[config.mk]
export PLATFORM = sky130hd
export DESIGN_NAME = scalar_kalman_filter_core
export DESIGN_NICKNAME = d
export VERILOG_FILES = /design/src/design/skf_pkg.sv /design/src/design/skf_divider.sv /design/src/design/skf_mul.sv /design/src/design/scalar_kalman_filter_core.sv
export SDC_FILE = /design/constraint.sdc
export NUM_CORES = 2
export LEC_CHECK = 0
export ABC_AREA = 1
export BUFFER_PORTS_ARGS = -buffer_cell sky130_fd_sc_hd__buf_4
export CAP_MARGIN = 20
export CORE_MARGIN = 1
export CORE_UTILIZATION = 35
export CTS_CLUSTER_SIZE = 10
export DETAILED_ROUTE_END_ITERATION = 6
export MAX_ROUTING_LAYER = met4
export PLACE_DENSITY = 0.61
export SETUP_SLACK_MARGIN = 0.1
export SLEW_MARGIN = 25
export SYNTH_ARGS = -nofsm -noshare
export SYNTH_HDL_FRONTEND = slang
export SYNTH_SLANG_ARGS = --single-unit
[constraint.sdc]
create_clock -name aclk -period 8.5 [get_ports aclk]
set_input_delay 0.425 -clock aclk [delete_from_list [all_inputs] [get_ports aclk]]
set_output_delay 0.425 -clock aclk [all_outputs]
set_load 0.01 [all_outputs]
[src/design/skf_pkg.sv]
`timescale 1ns / 1ps
// ----------------------------------------------------------------------------
// skf_pkg
// Shared types and constants of the scalar Kalman filter core.
// ----------------------------------------------------------------------------
package skf_pkg;

    // default fixed point format of values
    localparam int unsigned FB_DEFAULT = 16;

    // field widths
    localparam int unsigned EST_W      = 32;
    localparam int unsigned VAR_W      = 18;
    localparam int unsigned GAIN_OUT_W = 17;
    localparam int unsigned REG_W      = 18;
    localparam int unsigned CFG_ADDR_W = 1;

    // packed stream widths
    localparam int unsigned S_TDATA_W = 32;
    localparam int unsigned S_TUSER_W = 1;
    localparam int unsigned M_TDATA_W = 72;
    localparam int unsigned M_TUSER_W = 1;

    // saturation limit of the variance
    localparam logic [VAR_W-1:0] VAR_MAX = 18'h3FFFF;

    // register reset values
    localparam logic [REG_W-1:0] PROCESS_NOISE_RST     = 18'd1442;
    localparam logic [REG_W-1:0] MEASUREMENT_NOISE_RST = 18'd40436;

    // register indexes
    localparam logic [CFG_ADDR_W-1:0] REG_PROCESS_NOISE     = 1'd0;
    localparam logic [CFG_ADDR_W-1:0] REG_MEASUREMENT_NOISE = 1'd1;

    // divider status toward the sequencer
    typedef struct packed {
        logic busy;
        logic done;
    } skf_div_status_t;

endpackage

[src/design/skf_divider.sv]
`timescale 1ns / 1ps
// ----------------------------------------------------------------------------
// skf_divider
// Restoring divider, one quotient bit per cycle, for the Kalman gain.
// ----------------------------------------------------------------------------
module skf_divider #(
    parameter int unsigned NUM_W = 36,
    parameter int unsigned DEN_W = 20,
    parameter int unsigned QUO_W = 17
) (
    input  logic                     aclk,
    input  logic                     aresetn,
    input  logic                     start,
    input  logic [NUM_W-1:0]         num,
    input  logic [DEN_W-1:0]         den,
    output logic [QUO_W-1:0]         quo,
    output skf_pkg::skf_div_status_t status
);
    import skf_pkg::*;

    localparam int unsigned CNT_W = $clog2(QUO_W + 1);

    logic [DEN_W-1:0] rem_reg;
    logic [QUO_W-1:0] low_reg;
    logic [QUO_W-1:0] quo_reg;
    logic [DEN_W-1:0] den_reg;
    logic [CNT_W-1:0] cnt_reg;
    logic             done_reg;

    logic [DEN_W:0]   trial;
    logic             q_bit;
    logic [DEN_W:0]   rem_next;

    // one trial subtract per cycle
    always_comb begin
        trial    = {rem_reg, low_reg[QUO_W-1]};
        q_bit    = (trial >= {1'b0, den_reg});
        rem_next = q_bit ? (trial - {1'b0, den_reg}) : trial;
    end

    // control
    always_ff @(posedge aclk) begin
        if (!aresetn) begin
            cnt_reg  <= '0;
            done_reg <= 1'b0;
        end else begin
            done_reg <= 1'b0;
            if (start) begin
                cnt_reg <= CNT_W'(QUO_W);
            end else if (cnt_reg != '0) begin
                cnt_reg  <= cnt_reg - CNT_W'(1);
                done_reg <= (cnt_reg == CNT_W'(1));
            end
        end
    end

    // datapath, high part of the numerator seeds the remainder
    always_ff @(posedge aclk) begin
        if (start) begin
            rem_reg <= DEN_W'(num[NUM_W-1:QUO_W]);
            low_reg <= num[QUO_W-1:0];
            den_reg <= den;
            quo_reg <= '0;
        end else if (cnt_reg != '0) begin
            rem_reg <= rem_next[DEN_W-1:0];
            low_reg <= {low_reg[QUO_W-2:0], 1'b0};
            quo_reg <= {quo_reg[QUO_W-2:0], q_bit};
        end
    end

    assign quo         = quo_reg;
    assign status.busy = (cnt_reg != '0);
    assign status.done = done_reg;

endmodule

[src/design/skf_mul.sv]
`timescale 1ns / 1ps
// ----------------------------------------------------------------------------
// skf_mul
// Shared signed multiplier with a registered product.
// ----------------------------------------------------------------------------
module skf_mul #(
    parameter int unsigned A_W = 18,
    parameter int unsigned B_W = 34
) (
    input  logic                     aclk,
    input  logic signed [A_W-1:0]    a,
    input  logic signed [B_W-1:0]    b,
    output logic signed [A_W+B_W-1:0] p
);
    import skf_pkg::*;

    logic signed [A_W+B_W-1:0] p_reg;

    // product register
    always_ff @(posedge aclk) begin
        p_reg <= (A_W+B_W)'(a) * (A_W+B_W)'(b);
    end

    assign p = p_reg;

endmodule

[src/design/scalar_kalman_filter_core.sv]
`timescale 1ns / 1ps
// ----------------------------------------------------------------------------
// scalar_kalman_filter_core
// One-dimensional Kalman filter for a constant value, fixed point.
// ----------------------------------------------------------------------------
// Each input beat carries one measurement and a seed flag and gives one
// result beat with the new estimate, variance, gain and a zero-denominator
// flag. After accept the step loads the restoring divider, which produces
// one gain bit per cycle, hands the gain over, makes two passes through the
// shared multiplier and loads the output register. The result beat is valid
// in the same cycle that the input is ready again. A zero denominator skips
// the divider, and a seed beat goes straight to the output load. The input
// is not ready while a step is in progress, and a step waits at the output
// load while the previous result is not yet taken, so a stalled result side
// holds the input. The user must write the noise registers through the cfg
// port only while the block is idle; the block itself does not enforce this.
module scalar_kalman_filter_core #(
    parameter int unsigned FRACTION_BITS = skf_pkg::FB_DEFAULT
) (
    input  logic                            aclk,
    input  logic                            aresetn,
    // configuration
    input  logic                            cfg_we,
    input  logic [skf_pkg::CFG_ADDR_W-1:0]  cfg_addr,
    input  logic [skf_pkg::REG_W-1:0]       cfg_wdata,
    // input stream
    input  logic                            s_tvalid,
    output logic                            s_tready,
    input  logic [skf_pkg::S_TDATA_W-1:0]   s_tdata,  // measurement[31:0]
    input  logic [skf_pkg::S_TUSER_W-1:0]   s_tuser,  // seed[0]
    // result stream
    output logic                            m_tvalid,
    input  logic                            m_tready,
    // estimate[31:0], variance[49:32], gain[66:50], zero pad[71:67]
    output logic [skf_pkg::M_TDATA_W-1:0]   m_tdata,
    output logic [skf_pkg::M_TUSER_W-1:0]   m_tuser   // zero_denominator[0]
);
    import skf_pkg::*;

    localparam int unsigned GW   = FRACTION_BITS + 1;      // gain width
    localparam int unsigned PW   = VAR_W + 1;              // predicted variance
    localparam int unsigned DW   = VAR_W + 2;              // denominator
    localparam int unsigned NW   = FRACTION_BITS + DW;     // dividend
    localparam int unsigned DFW  = EST_W + 1;              // difference
    localparam int unsigned MA_W = GW + 1;
    localparam int unsigned MB_W = DFW + 1;
    localparam int unsigned PRW  = MA_W + MB_W;

    localparam logic [GW-1:0]  ONE  = {1'b1, {FRACTION_BITS{1'b0}}};
    localparam logic [PRW-1:0] HALF =
        {{(PRW-FRACTION_BITS){1'b0}}, 1'b1, {(FRACTION_BITS-1){1'b0}}};
    localparam logic [PRW-1:0] EST_HI = {{(PRW-EST_W){1'b0}}, 1'b0, {(EST_W-1){1'b1}}};
    localparam logic [PRW-1:0] EST_LO = {{(PRW-EST_W){1'b1}}, 1'b1, {(EST_W-1){1'b0}}};

    typedef enum logic [2:0] {
        ST_IDLE,
        ST_START,
        ST_DIV,
        ST_MUL1,
        ST_EST,
        ST_VAR,
        ST_OUT
    } state_t;

    state_t               state_reg;
    logic [REG_W-1:0]     q_reg;
    logic [REG_W-1:0]     r_reg;
    logic [EST_W-1:0]     last_est_reg;
    logic [VAR_W-1:0]     last_var_reg;
    logic [PW-1:0]        ppred_reg;
    logic [DW-1:0]        den_reg;
    logic [DFW-1:0]       diff_reg;
    logic [GW-1:0]        gain_reg;
    logic                 zden_reg;
    logic [EST_W-1:0]     est_reg;
    logic [VAR_W-1:0]     var_reg;
    logic                 m_tvalid_reg;
    logic [M_TDATA_W-1:0] m_tdata_reg;
    logic                 m_tuser_reg;

    logic                 s_accept;
    logic                 out_free;
    logic [PW-1:0]        ppred_next;
    logic [DW-1:0]        den_next;
    logic [DFW-1:0]       diff_next;
    logic                 div_start;
    logic [NW-1:0]        div_num;
    logic [GW-1:0]        div_quo;
    skf_div_status_t      div_status;
    logic signed [MA_W-1:0] mul_a;
    logic signed [MB_W-1:0] mul_b;
    logic signed [PRW-1:0]  mul_p;
    logic signed [PRW-1:0]  est_rnd;
    logic signed [PRW-1:0]  est_sum;
    logic [PRW-1:0]       var_full;
    logic [EST_W-1:0]     est_next;
    logic [VAR_W-1:0]     var_next;

    assign s_accept = s_tvalid && s_tready;
    assign out_free = !m_tvalid_reg || m_tready;

    // prediction and innovation, taken from state at accept
    always_comb begin
        ppred_next = {1'b0, last_var_reg} + {1'b0, q_reg};
        den_next   = {1'b0, ppred_next} + {2'b00, r_reg};
        diff_next  = {s_tdata[EST_W-1], s_tdata[EST_W-1:0]}
                   - {last_est_reg[EST_W-1], last_est_reg};
    end

    // gain division
    assign div_start = (state_reg == ST_START) && (den_reg != '0);
    assign div_num   = {1'b0, ppred_reg, {FRACTION_BITS{1'b0}}}
                     + NW'(den_reg[DW-1:1]);

    skf_divider #(
        .NUM_W (NW),
        .DEN_W (DW),
        .QUO_W (GW)
    ) u_div (
        .aclk    (aclk),
        .aresetn (aresetn),
        .start   (div_start),
        .num     (div_num),
        .den     (den_reg),
        .quo     (div_quo),
        .status  (div_status)
    );

    // shared multiplier: gain times difference, then one minus gain times P'
    always_comb begin
        if (state_reg == ST_MUL1) begin
            mul_a = $signed({1'b0, gain_reg});
            mul_b = $signed({diff_reg[DFW-1], diff_reg});
        end else begin
            mul_a = $signed({1'b0, ONE - gain_reg});
            mul_b = $signed({{(MB_W-PW){1'b0}}, ppred_reg});
        end
    end

    skf_mul #(
        .A_W (MA_W),
        .B_W (MB_W)
    ) u_mul (
        .aclk (aclk),
        .a    (mul_a),
        .b    (mul_b),
        .p    (mul_p)
    );

    // rounding and saturation of estimate and variance
    always_comb begin
        est_rnd  = $signed(mul_p + $signed(HALF)) >>> FRACTION_BITS;
        est_sum  = est_rnd + $signed({{(PRW-EST_W){last_est_reg[EST_W-1]}}, last_est_reg});
        var_full = ($unsigned(mul_p) + HALF) >> FRACTION_BITS;
        priority if (est_sum > $signed(EST_HI)) begin
            est_next = EST_HI[EST_W-1:0];
        end else if (est_sum < $signed(EST_LO)) begin
            est_next = EST_LO[EST_W-1:0];
        end else begin
            est_next = est_sum[EST_W-1:0];
        end
        if (var_full > PRW'(VAR_MAX)) begin
            var_next = VAR_MAX;
        end else begin
            var_next = var_full[VAR_W-1:0];
        end
    end

    // configuration registers
    always_ff @(posedge aclk) begin
        if (!aresetn) begin
            q_reg <= PROCESS_NOISE_RST;
            r_reg <= MEASUREMENT_NOISE_RST;
        end else if (cfg_we) begin
            unique case (cfg_addr)
                REG_PROCESS_NOISE:     q_reg <= cfg_wdata;
                REG_MEASUREMENT_NOISE: r_reg <= cfg_wdata;
                default: ;
            endcase
        end
    end

    // sequencer, filter state and output register
    always_ff @(posedge aclk) begin
        if (!aresetn) begin
            state_reg    <= ST_IDLE;
            m_tvalid_reg <= 1'b0;
            last_est_reg <= '0;
            last_var_reg <= '0;
        end else begin
            // result valid: set on a new result, cleared once taken
            if ((state_reg == ST_OUT) && out_free) begin
                m_tvalid_reg <= 1'b1;
            end else if (m_tready) begin
                m_tvalid_reg <= 1'b0;
            end
            unique case (state_reg)
                ST_IDLE: begin
                    if (s_accept) begin
                        ppred_reg <= ppred_next;
                        den_reg   <= den_next;
                        diff_reg  <= diff_next;
                        zden_reg  <= 1'b0;
                        if (s_tuser[0]) begin
                            est_reg   <= s_tdata[EST_W-1:0];
                            var_reg   <= '0;
                            gain_reg  <= ONE;
                            state_reg <= ST_OUT;
                        end else begin
                            state_reg <= ST_START;
                        end
                    end
                end
                ST_START: begin
                    if (den_reg == '0) begin
                        gain_reg  <= '0;
                        zden_reg  <= 1'b1;
                        state_reg <= ST_MUL1;
                    end else begin
                        state_reg <= ST_DIV;
                    end
                end
                ST_DIV: begin
                    if (div_status.done) begin
                        gain_reg  <= (div_quo > ONE) ? ONE : div_quo;
                        state_reg <= ST_MUL1;
                    end
                end
                ST_MUL1: begin
                    state_reg <= ST_EST;
                end
                ST_EST: begin
                    est_reg   <= est_next;
                    state_reg <= ST_VAR;
                end
                ST_VAR: begin
                    var_reg   <= var_next;
                    state_reg <= ST_OUT;
                end
                ST_OUT: begin
                    if (out_free) begin
                        m_tdata_reg  <= {{(M_TDATA_W-EST_W-VAR_W-GAIN_OUT_W){1'b0}},
                                         GAIN_OUT_W'(gain_reg), var_reg, est_reg};
                        m_tuser_reg  <= zden_reg;
                        last_est_reg <= est_reg;
                        last_var_reg <= var_reg;
                        state_reg    <= ST_IDLE;
                    end
                end
                default: state_reg <= ST_IDLE;
            endcase
        end
    end

    assign s_tready = (state_reg == ST_IDLE);
    assign m_tvalid = m_tvalid_reg;
    assign m_tdata  = m_tdata_reg;
    assign m_tuser  = m_tuser_reg;

    // gain never above one once it is taken from the divider
    assert property (@(posedge aclk) disable iff (!aresetn)
        (state_reg == ST_MUL1) |-> (gain_reg <= ONE))
        else $error("gain above one");

    // zero denominator leaves no gain and no variance
    assert property (@(posedge aclk) disable iff (!aresetn)
        (m_tvalid && m_tuser[0]) |->
        (m_tdata[EST_W+VAR_W-1:EST_W] == '0
         && m_tdata[EST_W+VAR_W+GAIN_OUT_W-1:EST_W+VAR_W] == '0))
        else $error("zero denominator with nonzero gain or variance");

    // the divider only runs while the sequencer waits on it
    assert property (@(posedge aclk) disable iff (!aresetn)
        div_status.busy |-> (state_reg == ST_DIV))
        else $error("divider busy outside the division state");

    // an accepted beat closes the input until its result is out
    assert property (@(posedge aclk) disable iff (!aresetn)
        s_accept |=> !s_tready)
        else $error("input ready right after accept");

endmodule
# Word level (Yosys, flattened, before mapping)
# Cells that the tools add are included.
# word_totals
latch_bits,0
elab_cells,117
ramBits,0
rom_bits,0
regBits,430
memories,0
# op_classes
magnitude_cmp,5
multipliers,1
eq_ne,12
div_mod_pow,0
n_addsub,10
n_reduce_logical,27
mux,35
bitwise_logic,3
shift,0
# op_table
operator,n
2-to-1 mux 17 bit,8
2-to-1 mux 32 bit,4
one-hot mux 32 bit (2 select lines),1
2-to-1 mux 18 bit,3
adder 52 x 16 -> 52 bit (second input constant),1
adder 52 x 17 -> 52 bit (second input constant),1
multiplier 18 x 34 -> 52 bit,1
one-hot mux 17 bit (3 select lines),1
2-to-1 mux 19 bit,2
adder 36 x 32 -> 37 bit,1
greater-than comparator 37 x 32 -> 1 bit (second input constant),1
< comparator 37 x 32 -> 1 bit (second input constant),1
adder 35 x 19 -> 36 bit,1
greater-than comparator 36 x 18 -> 1 bit (second input constant),1
one-hot mux 18 bit (2 select lines),1
2-to-1 mux 34 bit,1
subtractor 32 x 32 -> 33 bit,1
>= comparator 21 x 20 -> 1 bit,1
one-hot mux 3 bit (7 select lines),1
adder 19 x 18 -> 20 bit,1
zero test 20 bit,1
2-to-1 mux 20 bit,1
nonzero test 20 bit,1
subtractor 20 bit,1
28 further kinds,56

# Depth between registers and ports, before layout
# depth
depth_word,6
depth_mapped,37
depth_no_buf,36

# Cells and area by module
# A second synthesis with hierarchy kept.
# unflattened
cells_unflattened,6087
area_unflattened_um2,47242.8
# modules_own_cells
module,n_inst,cells_each,area_each_um2
skf_mul,1,3236,24192.0
scalar_kalman_filter_core,1,2257,18381.4
skf_divider,1,594,4669.5

# Worst setup path after synthesis
# OpenSTA, ideal clock, no wires.
# synth_path
path_type,flip-flop to flip-flop
start,reg gain_reg[1]
end,"reg u_mul.p_reg[35], in the netlist u_mul.p[35]"
setup_slack_ns,1.717
t_arrival_ns,6.712
synth_period_minus_slack_ns,6.783
n_path_buf,1
path_stages_with_launch,33
cell_sequence,edfxtp_1 -> inv_1 -> ha_1 -> inv_1 -> nor2_1 -> nand2_1 -> nor3_2 -> inv_2 -> o21ai_0 -> xor2_1 -> buf_2 -> nand2_1 -> fa_1 -> inv_1 -> fa_1 -> fa_1 -> fa_1 -> fa_1 -> inv_1 -> fa_1 -> inv_1 -> ha_1 -> nand2_1 -> nor2_1 -> inv_1 -> nor2_1 -> inv_1 -> nor3_1 -> nor2_1 -> o21ai_0 -> nand2_1 -> nand2_1 -> xor2_1
# synth_between
elab_chain_cells,3
# synth_lines
element,line_no,source
start: declaration,scalar_kalman_filter_core.sv:73,logic [GW-1:0] gain_reg;
start signal: assignment,scalar_kalman_filter_core.sv:225,gain_reg <= (div_quo > ONE) ? ONE : div_quo;
subtractor 17 bit,scalar_kalman_filter_core.sv:135,"mul_a = $signed({1'b0, ONE - gain_reg});"
2-to-1 mux 17 bit *,scalar_kalman_filter_core.sv:131,if (state_reg == ST_MUL1) begin
multiplier 18 x 34 -> 52 bit *,skf_mul.sv:21,p_reg <= (A_W+B_W)'(a) * (A_W+B_W)'(b);
end signal: assignment,skf_mul.sv:21,
end: declaration,skf_mul.sv:17,logic signed [A_W+B_W-1:0] p_reg;
# Mark *: on every way between the ends. The rest lies on a longest branch, timed or not.
# A chain may end at the register's enable or synchronous reset.

# Final worst setup path
# layout_path
start,reg state_reg[2]
end,"reg u_mul.p_reg[46], in the netlist u_mul.p[46]"
# layout_between
elab_chain_cells,3
elab_cells_between_ends,4
cone_classes,mul (1); eq/ne (1); mux (2)
# layout_lines
element,line_no,source
start: declaration,scalar_kalman_filter_core.sv:65,state_t state_reg;
start signal: assignment,scalar_kalman_filter_core.sv:186,state_reg <= ST_IDLE;
start signal: assignment,scalar_kalman_filter_core.sv:208,state_reg <= ST_OUT;
start signal: assignment,scalar_kalman_filter_core.sv:210,state_reg <= ST_START;
== test 3 x 2 -> 1 bit *,scalar_kalman_filter_core.sv:131,
2-to-1 mux 17 bit or 2-to-1 mux 34 bit (tied branches),scalar_kalman_filter_core.sv:131,
multiplier 18 x 34 -> 52 bit *,skf_mul.sv:21,
# Marks and branches as above.

==> flow_summary.yaml <==
synthesis:
  ys_ff_latch: 415
  synth_flop_cell: "edfxtp_1"
  yosysUniqueCellTypes: 58
  synthTopCellsByArea: "fa_1 25%, edfxtp_1 19%, inv_1 9.7%"
  synth_warnings: 0
  synth_top_area_share_pct: 25.4
  synth_top_area_cell: "fa_1"
  async_flop_share_pct: 0
  seq_area_frac_synth_pct: 25.6
  synth_edf_count: 264
  syn_inst: 5236
  avgSynthCellArea_sq_um: 8.18
  syn_area_sq_mm: 0.0428
final_layout:
  most-common-layout-cells: "1100 x inv_1, 1073 x nand2_1, 555 x nor2_1"
  area_delta_synth_final_pct: 11.3
  largest_reg_flops: 67
  final_nets: 6230
  multiInputGateArea_sq_mm: 0.0271
  drive_gt1_share_pct: 6.14
  nFillCells: 12300
  seq_area_sq_mm: 0.0110
  layout_commonest_cell: "inv_1"
cts:
  insertion_delay_ps: 660
  numCtsBuffers: 53
  cts-root-buf: "clkbuf_16"
  cts_tree: "done"
  cts_buffer_depth: 3
  clkTransAtPathRegs_ps: 60
  clock-sinks: 415
  h-tree-depth: 2
floorplan:
  ios: 132
  rows: 127
  coreArea_sq_mm: 0.121
  start_util_pct: 35.5
  die_w_um: 352
  die_h_um: 352
  die_area_sq_mm: 0.124
critical_path:
  cp_max_fo: 21
  arrival_ps: 8420
  r2r_cells: 25
  critPathLaunchType: "register"
  critical_path_class: "register to register"
  crit_required_ps: 9080
  end_kind: "register"
sta:
  max_slew_margin_pct: 29.9
  period_needed_ps: 7840
  rsz0062_at_grt: "no"
  timing.final.hold_violations: 0
  fmax_mhz: 128
  setup_violations: 0
  drv_slew: 0
  clock_skew_ps: 35.0
  finalCritPeriodShare_pct: 92.3
  final.setup.tns_ps: 0
  tightest_slew_ps: 1050
routing:
  drt_iter0_drc: 2792
  wl_um: 136000
  drc_errors: 0
  via_per_inst: 4.94
  avgRoutedWirePerCell_um: 19.3
  drt-pass1-iter-count: 5
  drt.antenna.violating_nets: 0
  num_vias: 34800
grt:
  grt_pass1_wl_um: 212000
  grt_max_degree: 73
  grt_usage_pct: 23.1
  grt-ovfl-total: 0
  grt_pass1_vias: 36100
  antenna_found_initial: 6
outcome:
  status: "complete, no violations"
min_path:
  min_path_type: "input pin to register"
  worstHoldPathCells: 3
run:
  cap_violations: 0
placement:
  port_buffers: 126
  gp_congestion: 0.957
  post-dp-hpwl_um: 112000
cells in the mapped netlist (4+ instances only):
library cell and instances:
xnor2_1 59, dfxtp_1 151, a31oi_1 26, clkinv_1 16, buf_2 15, clkbuf_1 100
nor2_2 4, o21bai_1 17, nand3_1 105, a211oi_1 6, xor2_1 121, inv_2 18
or2_2 8, nand2_1 1073, o21a_1 12, nand3b_1 7, a21o_1 12, a21boi_0 7
o211ai_1 24, o21ai_0 217, buf_4 13, nor4_1 26, fa_1 544, o21ai_1 10
nor3_1 64, o31ai_1 4, nor2_1 559, edfxtp_1 264, o22ai_1 17, a21oi_1 283
nand4_1 61, ha_1 250, inv_1 1101
critical path, stage by stage, from the launching register on:
cell     delay [ps]
dfxtp_1         340
inv_2           120
nand2_1         120
nor2_4          450
buf_4           360
nand2_1         280
inv_1           540
nand2_1         160
fa_1            560
inv_1            50
fa_1            530
fa_1            440
fa_1            550
fa_1            550
inv_1            60
fa_1            580
inv_1            60
ha_1            390
a21oi_1         170
inv_1            90
a31oi_1         350
o21ai_0         160
a21oi_1         200
nand3_1         230
a31oi_1         250
xnor2_1         150
worst paths after layout:
path                             start                    end  slack, ps
max          state_reg[2]$_SDFFE_PN0P_    u_mul.p[46]$_DFF_P_        660
min                       cfg_wdata[3]  q_reg[3]$_SDFFE_PN0P_         40
max reg2reg  state_reg[2]$_SDFFE_PN0P_    u_mul.p[46]$_DFF_P_        660
min reg2reg   var_reg[0]$_SDFFCE_PP0P_  m_tdata[32]$_DFFE_PP_        450
cells by family (layout without fill, tap and decap cells):
family / count (synthesis) / after routing / share of synthesized area, %
XOR/XNOR: 181 / 181 / 3.72
buffers and inverters: 1265 / 1448 / 11.3
flip-flops: 415 / 415 / 25.6
AND/OR/NAND/NOR: 1929 / 1929 / 18.3
other: 1 / 11 / 0.00876
adder cells (fa/ha/maj): 794 / 794 / 32.7
AO/OA/AOI/OAI: 651 / 651 / 8.36
layout make-up:
cell class	count	share of cell area (%)
Timing Repair Buffer	214	3.46
Sequential cell	415	23.0
Tap cell	1612	4.23
Multi-Input combinational cell	3560	56.9
Inverter	1135	8.96
Clock buffer	86	3.19
Antenna cell	6	0.0315
Clock inverter	13	0.297
stage by stage:
stage	utilization [%]	instance area, sq um	hold slack (ps)	instances	worst slack (ps)
global placement	38.0	45800	437	6922	479
finish	39.5	47700	44.9	7041	658
global route	39.5	47700	40.7	7041	106
detailed placement	38.0	45900	431	6924	653
floorplan	-	42800	400	5240	1720
CTS	39.5	47600	1.57	7035	582
layer usage:
| layer | share of wire [%] | routed length (um) | global-route usage, % | vias up |
|---|---|---|---|---|
| met4 | 3.2 | 4370 | 7.50 | 0 |
| met1 | 44 | 59400 | 30.3 | 17000 |
| met5 | 0 | 0 | - | - |
| met3 | 7.1 | 9600 | 4.57 | 173 |
| li1 | - | - | - | 16500 |
| met2 | 46 | 62300 | 35.9 | 1112 |
what timing repair did:
| item | in CTS | in global routing |
|---|---|---|
| hold buffers | 12 | 0 |
| setup buffers | 0 | 0 |
| hold endpoints to repair | 13 | 0 |
| resized for setup | 0 | 3 |
| endpoints found under the setup margin | 0 | 3 |
Power is left out: the tool's default activity adds up to more than one toggle a clock period on the data nets, which glitch-free logic cannot reach.
